File: config.mk
export PLATFORM = sky130hd
export DESIGN_NAME = hunk_exe_memory_layout_parser
export DESIGN_NICKNAME = d
export VERILOG_FILES = /design/src/rtl/core/hemp_pkg.sv /design/src/rtl/core/hemp_in_stage.sv /design/src/rtl/core/hemp_walker.sv /design/src/rtl/core/hunk_exe_memory_layout_parser.sv
export SDC_FILE = /design/constraint.sdc
export NUM_CORES = 1
export LEC_CHECK = 0
export ABC_AREA = 1
export BUFFER_PORTS_ARGS = -buffer_cell sky130_fd_sc_hd__buf_2
export CORE_MARGIN = 10
export CORE_UTILIZATION = 60
export CTS_BUF_LIST = sky130_fd_sc_hd__clkbuf_4
export DETAILED_ROUTE_END_ITERATION = 10
export PLACE_DENSITY = 0.91
export SKIP_CTS_REPAIR_TIMING = 1
export SLEW_MARGIN = 10
export SYNTH_ARGS = -nofsm -noshare
export SYNTH_HDL_FRONTEND = slang
export SYNTH_SLANG_ARGS = --single-unit
File: constraint.sdc
create_clock -name clock -period 7.44 [get_ports clock]
set_input_delay 0 -clock clock [delete_from_list [all_inputs] [get_ports clock]]
set_output_delay 0 -clock clock [all_outputs]
set_load 0.02 [all_outputs]
File: src/rtl/core/hemp_pkg.sv
// -----------------------------------------------------------------------------
// hemp_pkg
// Shared constants and types of the hunk executable layout parser.
// -----------------------------------------------------------------------------
package hemp_pkg;

   localparam int MAX_HUNKS = 16;
   // wide enough to hold the hunk count itself
   localparam int CNT_W     = $clog2(MAX_HUNKS + 1);

   localparam logic [31:0] ID_HEADER = 32'h0000_03f3;
   localparam logic [23:0] ID_CODE   = 24'h0003e9;
   localparam logic [23:0] ID_DATA   = 24'h0003ea;
   localparam logic [31:0] ID_RELOC  = 32'h0000_03ec;
   localparam logic [31:0] ID_END    = 32'h0000_03f2;
   localparam int          CHIP_BIT  = 30;
   localparam logic [29:0] SUM_MAX   = 30'h3fff_ffff;

   typedef enum logic [1:0] {
      STAT_OK        = 2'd0,
      STAT_BAD_MAGIC = 2'd1,
      STAT_LIBS      = 2'd2,
      STAT_TOO_MANY  = 2'd3
   } status_type;

   typedef struct packed {
      status_type  status;
      logic [29:0] chip_bytes;
      logic [29:0] other_bytes;
      logic [4:0]  hunks_seen;
      logic [4:0]  marker_errors;
      logic        bad_reloc_target;
   } result_type;

endpackage

File: src/rtl/core/hemp_in_stage.sv
// -----------------------------------------------------------------------------
// hemp_in_stage
// Input register for the file word stream; holds one word until the walker
// can consume it.
// -----------------------------------------------------------------------------
module hemp_in_stage (
   input  logic        clock,
   input  logic        reset,
   input  logic        req_valid,
   input  logic [31:0] req_word,
   output logic        req_stall,
   input  logic        advance,
   output logic        word_valid,
   output logic [31:0] word
);

   logic        word_valid_ff, word_valid_in;
   logic [31:0] word_ff, word_in;
   logic        accept;

   assign req_stall = word_valid_ff && !advance;
   assign accept    = req_valid && !req_stall;

   always_comb begin
      word_valid_in = advance ? 1'b0 : word_valid_ff;
      word_in       = word_ff;
      if (accept) begin
         word_valid_in = 1'b1;
         word_in       = req_word;
      end
   end

   always_ff @(posedge clock) begin
      if (reset) begin
         word_valid_ff <= 1'b0;
      end else begin
         word_valid_ff <= word_valid_in;
      end
      word_ff <= word_in;
   end

   assign word_valid = word_valid_ff;
   assign word       = word_ff;

endmodule

File: src/rtl/core/hemp_walker.sv
// -----------------------------------------------------------------------------
// hemp_walker
// Per-word state machine: header checks, size totals, body and relocation
// skipping, end marker checks and the per-file result.
// -----------------------------------------------------------------------------
module hemp_walker (
   input  logic                 clock,
   input  logic                 reset,
   input  logic                 step_valid,
   input  logic [31:0]          step_word,
   output logic                 emit_valid,
   output hemp_pkg::result_type emit_result
);

   typedef enum logic [14:0] {
      PH_MAGIC      = 15'b000000000000001,
      PH_LIBS       = 15'b000000000000010,
      PH_COUNT      = 15'b000000000000100,
      PH_FIRST      = 15'b000000000001000,
      PH_LAST       = 15'b000000000010000,
      PH_SIZES      = 15'b000000000100000,
      PH_ID         = 15'b000000001000000,
      PH_LEN_SKIP   = 15'b000000010000000,
      PH_LEN_NOSKIP = 15'b000000100000000,
      PH_BODY       = 15'b000001000000000,
      PH_MARKER     = 15'b000010000000000,
      PH_RCOUNT     = 15'b000100000000000,
      PH_RTARGET    = 15'b001000000000000,
      PH_ROFFS      = 15'b010000000000000,
      PH_MARKER2    = 15'b100000000000000
   } phase_type;

   phase_type                    phase_ff, phase_in;
   logic [hemp_pkg::CNT_W-1:0]   total_ff, total_in;
   logic [hemp_pkg::CNT_W-1:0]   index_ff, index_in;
   logic [31:0]                  skip_ff, skip_in;
   logic [29:0]                  chip_ff, chip_in;
   logic [29:0]                  other_ff, other_in;
   logic [4:0]                   marker_ff, marker_in;
   logic                         target_ff, target_in;

   logic [hemp_pkg::CNT_W-1:0]   index_inc;
   logic [30:0]                  chip_sum;
   logic [30:0]                  other_sum;
   logic [31:0]                  skip_dec;
   logic                         do_emit;
   hemp_pkg::status_type         emit_status;

   assign index_inc = index_ff + 1'b1;
   assign skip_dec  = skip_ff - 32'd1;
   // size word low 24 bits, in longwords, becomes a 26-bit byte count
   assign chip_sum  = {1'b0, chip_ff}  + 31'({step_word[23:0], 2'b00});
   assign other_sum = {1'b0, other_ff} + 31'({step_word[23:0], 2'b00});

   always_comb begin
      phase_in    = phase_ff;
      total_in    = total_ff;
      index_in    = index_ff;
      skip_in     = skip_ff;
      chip_in     = chip_ff;
      other_in    = other_ff;
      marker_in   = marker_ff;
      target_in   = target_ff;
      do_emit     = 1'b0;
      emit_status = hemp_pkg::STAT_OK;

      if (step_valid) begin
         case (phase_ff)
            PH_MAGIC: begin
               if (step_word != hemp_pkg::ID_HEADER) begin
                  do_emit     = 1'b1;
                  emit_status = hemp_pkg::STAT_BAD_MAGIC;
               end else begin
                  phase_in = PH_LIBS;
               end
            end
            PH_LIBS: begin
               if (step_word != 32'd0) begin
                  do_emit     = 1'b1;
                  emit_status = hemp_pkg::STAT_LIBS;
               end else begin
                  phase_in = PH_COUNT;
               end
            end
            PH_COUNT: begin
               if (step_word > 32'(hemp_pkg::MAX_HUNKS)) begin
                  do_emit     = 1'b1;
                  emit_status = hemp_pkg::STAT_TOO_MANY;
               end else begin
                  total_in = hemp_pkg::CNT_W'(step_word);
                  phase_in = PH_FIRST;
               end
            end
            PH_FIRST: begin
               phase_in = PH_LAST;
            end
            PH_LAST: begin
               if (total_ff == '0) begin
                  do_emit = 1'b1;
               end else begin
                  index_in = '0;
                  phase_in = PH_SIZES;
               end
            end
            PH_SIZES: begin
               if (step_word[hemp_pkg::CHIP_BIT]) begin
                  chip_in = chip_sum[30] ? hemp_pkg::SUM_MAX : chip_sum[29:0];
               end else begin
                  other_in = other_sum[30] ? hemp_pkg::SUM_MAX : other_sum[29:0];
               end
               index_in = index_inc;
               if (index_inc >= total_ff) begin
                  index_in = '0;
                  phase_in = PH_ID;
               end
            end
            PH_ID: begin
               if (step_word[23:0] inside {hemp_pkg::ID_CODE, hemp_pkg::ID_DATA}) begin
                  phase_in = PH_LEN_SKIP;
               end else begin
                  phase_in = PH_LEN_NOSKIP;
               end
            end
            PH_LEN_SKIP: begin
               skip_in  = step_word;
               phase_in = (step_word != 32'd0) ? PH_BODY : PH_MARKER;
            end
            PH_LEN_NOSKIP: begin
               phase_in = PH_MARKER;
            end
            PH_BODY: begin
               skip_in = skip_dec;
               if (skip_dec == 32'd0) begin
                  phase_in = PH_MARKER;
               end
            end
            PH_MARKER, PH_MARKER2: begin
               if (phase_ff == PH_MARKER && step_word == hemp_pkg::ID_RELOC) begin
                  phase_in = PH_RCOUNT;
               end else begin
                  if (step_word != hemp_pkg::ID_END) begin
                     marker_in = marker_ff + 5'd1;
                  end
                  index_in = index_inc;
                  if (index_inc >= total_ff) begin
                     do_emit = 1'b1;
                  end else begin
                     phase_in = PH_ID;
                  end
               end
            end
            PH_RCOUNT: begin
               if (step_word == 32'd0) begin
                  phase_in = PH_MARKER2;
               end else begin
                  skip_in  = step_word;
                  phase_in = PH_RTARGET;
               end
            end
            PH_RTARGET: begin
               if (step_word >= 32'(total_ff)) begin
                  target_in = 1'b1;
               end
               phase_in = PH_ROFFS;
            end
            PH_ROFFS: begin
               skip_in = skip_dec;
               if (skip_dec == 32'd0) begin
                  phase_in = PH_RCOUNT;
               end
            end
            default: begin
               // unreachable encoding: start over on a clean file
               phase_in  = PH_MAGIC;
               total_in  = '0;
               index_in  = '0;
               skip_in   = '0;
               chip_in   = '0;
               other_in  = '0;
               marker_in = '0;
               target_in = 1'b0;
            end
         endcase
      end

      // error results carry no totals
      emit_result.status           = emit_status;
      emit_result.chip_bytes       = '0;
      emit_result.other_bytes      = '0;
      emit_result.hunks_seen       = '0;
      emit_result.marker_errors    = '0;
      emit_result.bad_reloc_target = 1'b0;
      if (emit_status == hemp_pkg::STAT_OK) begin
         emit_result.chip_bytes       = chip_in;
         emit_result.other_bytes      = other_in;
         emit_result.hunks_seen       = 5'(total_in);
         emit_result.marker_errors    = marker_in;
         emit_result.bad_reloc_target = target_in;
      end

      if (do_emit) begin
         phase_in  = PH_MAGIC;
         total_in  = '0;
         index_in  = '0;
         skip_in   = '0;
         chip_in   = '0;
         other_in  = '0;
         marker_in = '0;
         target_in = 1'b0;
      end
   end

   assign emit_valid = do_emit;

   always_ff @(posedge clock) begin
      if (reset) begin
         phase_ff  <= PH_MAGIC;
         total_ff  <= '0;
         index_ff  <= '0;
         skip_ff   <= '0;
         chip_ff   <= '0;
         other_ff  <= '0;
         marker_ff <= '0;
         target_ff <= 1'b0;
      end else begin
         phase_ff  <= phase_in;
         total_ff  <= total_in;
         index_ff  <= index_in;
         skip_ff   <= skip_in;
         chip_ff   <= chip_in;
         other_ff  <= other_in;
         marker_ff <= marker_in;
         target_ff <= target_in;
      end
   end

endmodule

File: src/rtl/core/hunk_exe_memory_layout_parser.sv
// -----------------------------------------------------------------------------
// hunk_exe_memory_layout_parser
// Walks a hunk-format executable word by word and reports its memory layout.
// -----------------------------------------------------------------------------
// Usage:
//   req_ channel carries the file as big-endian 32-bit words, one per
//   transaction. rsp_ channel carries one result per file: status, chip and
//   other memory byte totals, declared hunk count, end marker errors and a
//   bad relocation target flag. Errors (bad magic, library list, too many
//   hunks) give a result at once, with zero totals.
//   Result path: a word that ends a file reaches rsp_valid through the
//   input register, then the result register.
//   Throughput: one word per cycle while rsp_stall holds no pending result;
//   a new word is taken while a finished result waits on rsp_stall.
//   Stall: while rsp_stall holds a pending result, the walker holds and the
//   input register fills, after which req_stall rises.
//   Reset: synchronous; drops any partial file and waits for a magic word.
// -----------------------------------------------------------------------------
module hunk_exe_memory_layout_parser (
   input  logic        clock,
   input  logic        reset,
   input  logic        req_valid,
   output logic        req_stall,
   input  logic [31:0] req_word,
   output logic        rsp_valid,
   input  logic        rsp_stall,
   output logic [1:0]  rsp_status,
   output logic [29:0] rsp_chip_bytes,
   output logic [29:0] rsp_other_bytes,
   output logic [4:0]  rsp_hunks_seen,
   output logic [4:0]  rsp_marker_errors,
   output logic        rsp_bad_reloc_target
);

   logic                 advance;
   logic                 word_valid;
   logic [31:0]          word;
   logic                 emit_valid;
   hemp_pkg::result_type emit_result;

   logic                 rsp_valid_ff, rsp_valid_in;
   hemp_pkg::result_type result_ff, result_in;

   // walker may step when the result register is empty or draining
   assign advance = !rsp_valid_ff || !rsp_stall;

   hemp_in_stage u_in_stage (
      .clock      (clock),
      .reset      (reset),
      .req_valid  (req_valid),
      .req_word   (req_word),
      .req_stall  (req_stall),
      .advance    (advance),
      .word_valid (word_valid),
      .word       (word)
   );

   hemp_walker u_walker (
      .clock       (clock),
      .reset       (reset),
      .step_valid  (word_valid && advance),
      .step_word   (word),
      .emit_valid  (emit_valid),
      .emit_result (emit_result)
   );

   always_comb begin
      rsp_valid_in = advance ? emit_valid : rsp_valid_ff;
      result_in    = (advance && emit_valid) ? emit_result : result_ff;
   end

   always_ff @(posedge clock) begin
      if (reset) begin
         rsp_valid_ff <= 1'b0;
      end else begin
         rsp_valid_ff <= rsp_valid_in;
      end
      result_ff <= result_in;
   end

   assign rsp_valid            = rsp_valid_ff;
   assign rsp_status           = result_ff.status;
   assign rsp_chip_bytes       = result_ff.chip_bytes;
   assign rsp_other_bytes      = result_ff.other_bytes;
   assign rsp_hunks_seen       = result_ff.hunks_seen;
   assign rsp_marker_errors    = result_ff.marker_errors;
   assign rsp_bad_reloc_target = result_ff.bad_reloc_target;

endmodule

==> results of run 1 <==
-- stage by stage --
step	utilization [%]	area (um2)	setup slack [ns]
3_5_place_dp	63.68	15440	3.345
4_1_cts	67.03	16250	3.326
2_1_floorplan	-	14740	3.317
3_3_place_gp	63.68	15440	3.462
6_report	69.73	16910	3.141
5_1_grt	69.73	16910	2.955
-- layout make-up --
class                      count  area (um2)
antenna                        1       2.502
clock buffer                  88       660.6
clock inverter                21       151.4
fill                        2025        7341
inverter                     213       800.8
multi-input combinational   1582        7965
sequential                   230        5655
tap                          324       405.4
timing repair buffer         182        1266
-- worst register-to-register path: stages, from the launching register on --
cell      delay, ns
edfxtp_1       0.32
buf_4          0.40
clkinv_2       0.75
nand4_1        0.39
nor2_2         0.07
nand2_1        0.12
nor2_2         0.06
nand2_2        0.11
clkinv_1       0.12
nor2_1         0.11
nor2_1         0.05
o21ai_1        0.11
nor2_2         0.08
o21bai_4       0.85
buf_12         0.38
a21oi_1        0.20
-- where the power goes --
group	internal (mW)	switching, mW
sequential	1.35	0.0561
combinational	0.150	0.344
clock	0.615	0.601
total	2.11	1.00
-- metal layers --
metal	vias up	share of wire, %
met5	-	0.023
met3	153	11
met2	897	45
li1	7333	-
met4	2	4.3
met1	7101	40
-- path summary, 6_finish.rpt --
path                        start                     to  slack (ns)  cells after the start
max           u_in_stage.word[30]  u_walker.other_ff[29]        3.14                     15
min                   req_word[8]     u_in_stage.word[8]      -0.006                      2
max reg2reg   u_in_stage.word[30]  u_walker.other_ff[29]        3.14                     15
min reg2reg  u_walker.phase_ff[0]   u_walker.phase_ff[0]        0.49                      2
-- flip-flops by register name, indices dropped and copies added (netlist names), 2 cells and up --
signal              cells
rsp_marker_errors       5
rsp_status              2
u_walker.chip_ff       30
u_walker.marker_ff      5
u_walker.phase_ff      15
u_walker.index_ff       5
rsp_other_bytes        30
u_walker.other_ff      30
rsp_hunks_seen          5
rsp_chip_bytes         30
u_walker.total_ff       5
u_in_stage.word        32
u_walker.skip_ff       32
-- cell usage after synthesis (4+ instances only) --
cell / number / share of area [%]
nand2_2: 10 / 0.42
a21oi_1: 165 / 5.6
a21o_1: 12 / 0.61
dfxtp_1: 125 / 17
nand2_1: 462 / 12
edfxtp_1: 105 / 21
a21boi_0: 4 / 0.20
buf_4: 5 / 0.25
o21ai_0: 118 / 4.0
ha_1: 62 / 5.3
o21a_1: 11 / 0.56
a22oi_1: 4 / 0.20
nor4_1: 4 / 0.17
buf_2: 28 / 0.95
xnor2_1: 12 / 0.71
nor2_1: 366 / 9.3
nor3_1: 36 / 1.2
inv_2: 23 / 0.59
clkbuf_1: 15 / 0.38
inv_1: 186 / 4.7
a22o_1: 7 / 0.42
nor2_4: 6 / 0.46
o21bai_1: 4 / 0.20
xor2_1: 25 / 1.5
nand4_1: 40 / 1.7
o22ai_1: 5 / 0.21
nand3_1: 114 / 3.9
buf_6: 10 / 0.76
nand3b_1: 8 / 0.41
o21ai_1: 34 / 1.2
nor2_2: 36 / 1.5
o211ai_1: 6 / 0.31
-- kinds of logic (layout without fill, tap and decap cells) --
group	count (synthesis)	count (layout)	share of synthesized area [%]
other	0	1	0
adders and majority gates	64	64	5.534
AOI/OAI and AO/OA	383	383	14.30
and+or+nand+nor	1098	1098	31.81
DFF	230	230	38.37
buffers and inverters	271	504	7.784
xor gates and xnor gates	37	37	2.198
==> summary.md, run 1 <==
| Metric | Value |
|---|---|
| Status | `complete, but fails checks` |
| Failing checks | `hold timing` |
| Initial antenna violation count | `2` |
| P&R area growth vs syn | `14.70%` |
| Pin count of the biggest net entering global routing | `77` |
| F_max | `0.2326 GHz` |
| Clock transition at the registers of the reported paths | `0.08 ns` |
| Peak supply drop | `184.0 uV` |
| Worst relative slew slack | `26.02%` |
| Top Ports | `111` |
| Crit path max fanout | `76` |
| Vias | `15490` |
| CTS Buf Count | `59` |
| Total chip power | `3.114 mW` |
| Sequential share of the synthesized area | `38.37%` |
| Final setup TNS | `0 ns` |
| Site Rows | `57` |
| Post-synth cell types | `54` |
| Worst Max-Slew Pin Slew | `1.107 ns` |
| First-pass GRT wire length | `75.11 mm` |
| 1st-pass router iterations | `6` |
| H-tree levels | `2` |
| Hold Fails Final Rpt | `3` |
| Chip width | `176.7 um` |
| Critical Path AT | `4.89 ns` |
| Crit end category | `flip-flop` |
| Clock Skews | `0.07265 ns` |
| CP Class | `flip-flop to flip-flop` |
| CP cell instances | `buf_4, clkinv_2, nand4_1, nor2_2, nand2_1, nor2_2, nand2_2, clkinv_1, nor2_1, nor2_1, o21ai_1, nor2_2, o21bai_4, buf_12, a21oi_1` |
| Worst path required time | `8.03 ns` |
| Tot GR Track Use | `29.77%` |
| Final RePlAce weighted congestion | `0.9978` |
| Setup violations, final | `0` |
| Clk buf depth | `3` |
| Initial DRC count | `1688` |
| DR vias/cell | `5.864` |
| Synthesized area | `14740 um2` |
| Worst path max stage delay | `0.85 ns` |
| Number of synthesized flops with an enable pin | `105` |
| Die Area | `31240 um2` |
| Power Dens Cells | `184.2 nW/um2` |
| Drc violations | `0` |
| Fin crit share | `57.79%` |
| LEAKAGE | `7.904 nW` |
| Share of cells above drive strength 1 | `13.39%` |
| Cells after Synth | `2083` |
| Gr busiest metal | `met2` |
| DRT Wirelength | `51.11 mm` |
| Worst Path Buf+Inv | `4` |
| Critical path's slowest cell | `o21bai_4` |
| # placed instances | `2466` |
| Met2 Usage GRT | `46.11%` |
| Synth async-reset ratio | `0%` |
| Post-route antenna net violation count | `0` |
| Vias in the first global route | `14320` |
| Crit path launch type | `flip-flop` |
| Crit path max-delay family | `buffers and inverters` |
| Starting density of the core | `60.79%` |
| Grt ovf | `0` |
| Worst skew pair latency | `0.79 ns` |
| Most frequent cells in the layout | `nand2_1 (462), nor2_1 (366), inv_1 (186)` |
| Tightest Hold Check Type | `input port to flip-flop` |
| Dpl hpwl | `33.90 mm` |
| Core area | `24250 um2` |
| Die Ht | `176.7 um` |
| Non-Filler Instances | `2641` |
| Grt met1 use | `39.18%` |
| Final layout net count | `2368` |
| TritonCTS clock tree | `done` |
| Commonest non-fill, non-tap cell in the layout | `nand2_1` |
| Max-cap violations | `0` |
| Met3 GRT Util | `6.849%` |
| I/O Buffers | `110` |
| RSZ-0062 raised after global routing | `false` |
| Top FF cell, synth | `dfxtp_1` |
| Syn avg cell area | `7.077 um2` |
| CTS Root Cell | `clkbuf_4` |
| DR WL/cell | `19.35 um` |
| Clock net sink count | `230` |
| Mapped Nets | `2183` |
| Yosys reg bits | `230` |
| Hold_ws | `-0.006492 ns` |
| Slew Limit Fails | `0` |
| Fin crit period | `4.299 ns` |
| Ys Warns | `0` |
| Most frequent CP cell | `nor2_2` |
No activity file was read; power rests on OpenSTA's default activity.
==> run 2: changes to the inputs <==
Clock period 7.44 ns to 4.34 ns, I/O delays scaled along.
==> run 2 against run 1 <==
Effect of this change: first-iteration DRC count rose by 9.4%; die area did not move; the run now ends clean; clock-buffer cell count fell by 4.
==> summary.md, run 2 (synthesis gave the netlist of run 1 again) <==
| Metric | Value |
|---|---|
| Critical path's slowest cell | `nor2_2` |
| DRT Wirelength | `50.22 mm (-1.8%)` |
| Status | `complete, no violations` |
| Most frequent cells in the layout | `nand2_1 (462), nor2_1 (366), inv_1 (186)` |
| Fin crit share | `80.52% (+23 points)` |
| Die Area | `31240 um2 (unchanged)` |
| CTS Buf Count | `60 (+1.7%)` |
| Commonest non-fill, non-tap cell in the layout | `nand2_1` |
| Setup violations, final | `0 (unchanged)` |
| Final WS setup | `0.8456 ns (-2.295 ns)` |
| First-pass GRT wire length | `75.21 mm (+0.14%)` |
| Critical Path AT | `4.18 ns (-0.71 ns)` |
| Initial antenna violation count | `1 (-1)` |
| Clock net sink count | `230 (unchanged)` |
| Clock Skews | `0.06481 ns (-0.007837 ns)` |
| TritonCTS clock tree | `done` |
| Crit path max-delay family | `simple AND/OR/NAND/NOR gates` |
| Initial DRC count | `1846 (+9.4%)` |
| DR WL/cell | `19.08 um (-1.4%)` |
| Final RePlAce weighted congestion | `1.000 (+0.23%)` |
| Slew Limit Fails | `0 (unchanged)` |
| Worst Path Buf+Inv | `1 (-3)` |
| Drc violations | `0 (unchanged)` |
| Final layout net count | `2360 (-0.34%)` |
| Hold Fails Final Rpt | `0 (-3)` |
| Die Ht | `176.7 um (unchanged)` |
| Clk buf depth | `3 (unchanged)` |
| Core area | `24250 um2 (unchanged)` |
| DR vias/cell | `5.829 (-0.59%)` |
| Tot GR Track Use | `29.97% (+0.20 points)` |
| Chip width | `176.7 um (unchanged)` |
| Max-cap violations | `0 (unchanged)` |
| Starting density of the core | `60.79% (unchanged)` |
| Filler cells | `2036 (+0.54%)` |
| Most frequent CP cell | `nand2_1` |
| Worst path max stage delay | `0.77 ns (-0.08 ns)` |
| Site Rows | `57 (unchanged)` |
| Worst Max-Slew Pin Slew | `0.9472 ns (-0.1596 ns)` |
| Top Ports | `111 (unchanged)` |
| Hold_ws | `0.01162 ns (+0.01811 ns)` |
| Worst relative slew slack | `36.79% (+11 points)` |
| Tightest Hold Check Type | `input port to flip-flop` |
| P&R area growth vs syn | `14.09%` |
| Grt ovf | `0 (unchanged)` |
| Share of cells above drive strength 1 | `13.31% (-0.078 points)` |
| Peak supply drop | `294.8 uV (+60%)` |
| Vias in the first global route | `14140 (-1.2%)` |
| CP Class | `flip-flop to flip-flop` |
| Non-Filler Instances | `2632 (-0.34%)` |
| Dpl hpwl | `34.97 mm (+3.2%)` |
| Final setup TNS | `0 ns (unchanged)` |
| Worst skew pair latency | `0.77 ns (-0.02 ns)` |
| 1st-pass router iterations | `6 (unchanged)` |
| F_max | `0.2862 GHz (+23%)` |
| # placed instances | `2470 (+0.16%)` |
| LEAKAGE | `7.871 nW (-0.42%)` |
| Crit path max fanout | `23 (-70%)` |
| Pin count of the biggest net entering global routing | `71 (-7.8%)` |
| Power Dens Cells | `316.0 nW/um2 (+72%)` |
| I/O Buffers | `110 (unchanged)` |
| Crit path launch type | `flip-flop` |
| Pre-CTS setup slack | `0.9641 ns (-2.381 ns)` |
| Total chip power | `5.314 mW (+71%)` |
| CP cell instances | `ha_1, nand3_1, xor2_1, inv_1, ha_1, nand2_1, o311ai_1, o21ai_0, nor2_2, nand2_2, nand2_1, nand2_1, nor2_1` |
| RSZ-0062 raised after global routing | `false` |
| Clock transition at the registers of the reported paths | `0.08 ns (about the same)` |
| H-tree levels | `2 (unchanged)` |
| Post-route antenna net violation count | `0 (unchanged)` |
| CTS Root Cell | `clkbuf_4` |
| Worst path required time | `5.02 ns (-3.01 ns)` |
| Fin crit period | `3.494 ns (-0.8049 ns)` |
| Vias | `15340 (-0.93%)` |
| Crit end category | `flip-flop` |
run 2: cell types whose count changed in the layout (fill, tap and decap cells not counted):
cell | before | now
dlygate4sd3_1 | 65 | 52
clkinv_1 | 14 | 21
clkbuf_4 | 88 | 84
buf_4 | 6 | 9
clkinv_2 | 6 | 3
clkinv_4 | 2 | 0
buf_12 | 1 | 2
bufinv_16 | 2 | 3
inv_2 | 23 | 24
run 2: layout make-up:
type	count	area, um2	share of cell area (%)
Antenna cell	1	2.502	0.01488
Clock buffer	84	630.6	3.750
Clock inverter	25	178.9	1.064
Inverter	213	800.8	4.762
Multi-Input combinational cell	1582	7965	47.36
Sequential cell	230	5655	33.63
Tap cell	324	405.4	2.411
Timing Repair Buffer	173	1179	7.008
run 2: layer usage:
| layer | global-route usage, % | up-vias | part of all wire (%) |
|---|---|---|---|
| li1 | - | 7311 | - |
| met1 | 40.53 | 7023 | 40 |
| met2 | 45.26 | 875 | 45 |
| met3 | 7.019 | 133 | 12 |
| met4 | 12.33 | 0 | 3.3 |
| met5 | 0 | - | 0 |
run 2: path summary, 6_finish.rpt:
path,startpoint,to,slack (ns),depth (start not counted)
worst max register to register,u_walker.index_ff[0],u_walker.phase_ff[7],0.85,13
worst max-delay path,u_walker.index_ff[0],u_walker.phase_ff[7],0.85,13
worst min register to register,u_walker.skip_ff[1],u_walker.skip_ff[1],0.49,2
worst min-delay path,req_word[27],u_in_stage.word[27],0.01,2
run 2: power breakdown:
| part | total (mW) | leakage, nW | internal (mW) | switching (mW) |
|---|---|---|---|---|
| Clock | 2.08 | 0.469 | 1.07 | 1.01 |
| Sequential | 2.39 | 2.12 | 2.31 | 0.0841 |
| Combinational | 0.841 | 5.29 | 0.253 | 0.588 |
run 2: metrics by stage:
stage	area, um2	util, %
finish	16820	69.36
global placement	15480	63.86
CTS	16290	67.20
detailed placement	15480	63.86
floorplan	14740	-
global route	16820	69.36
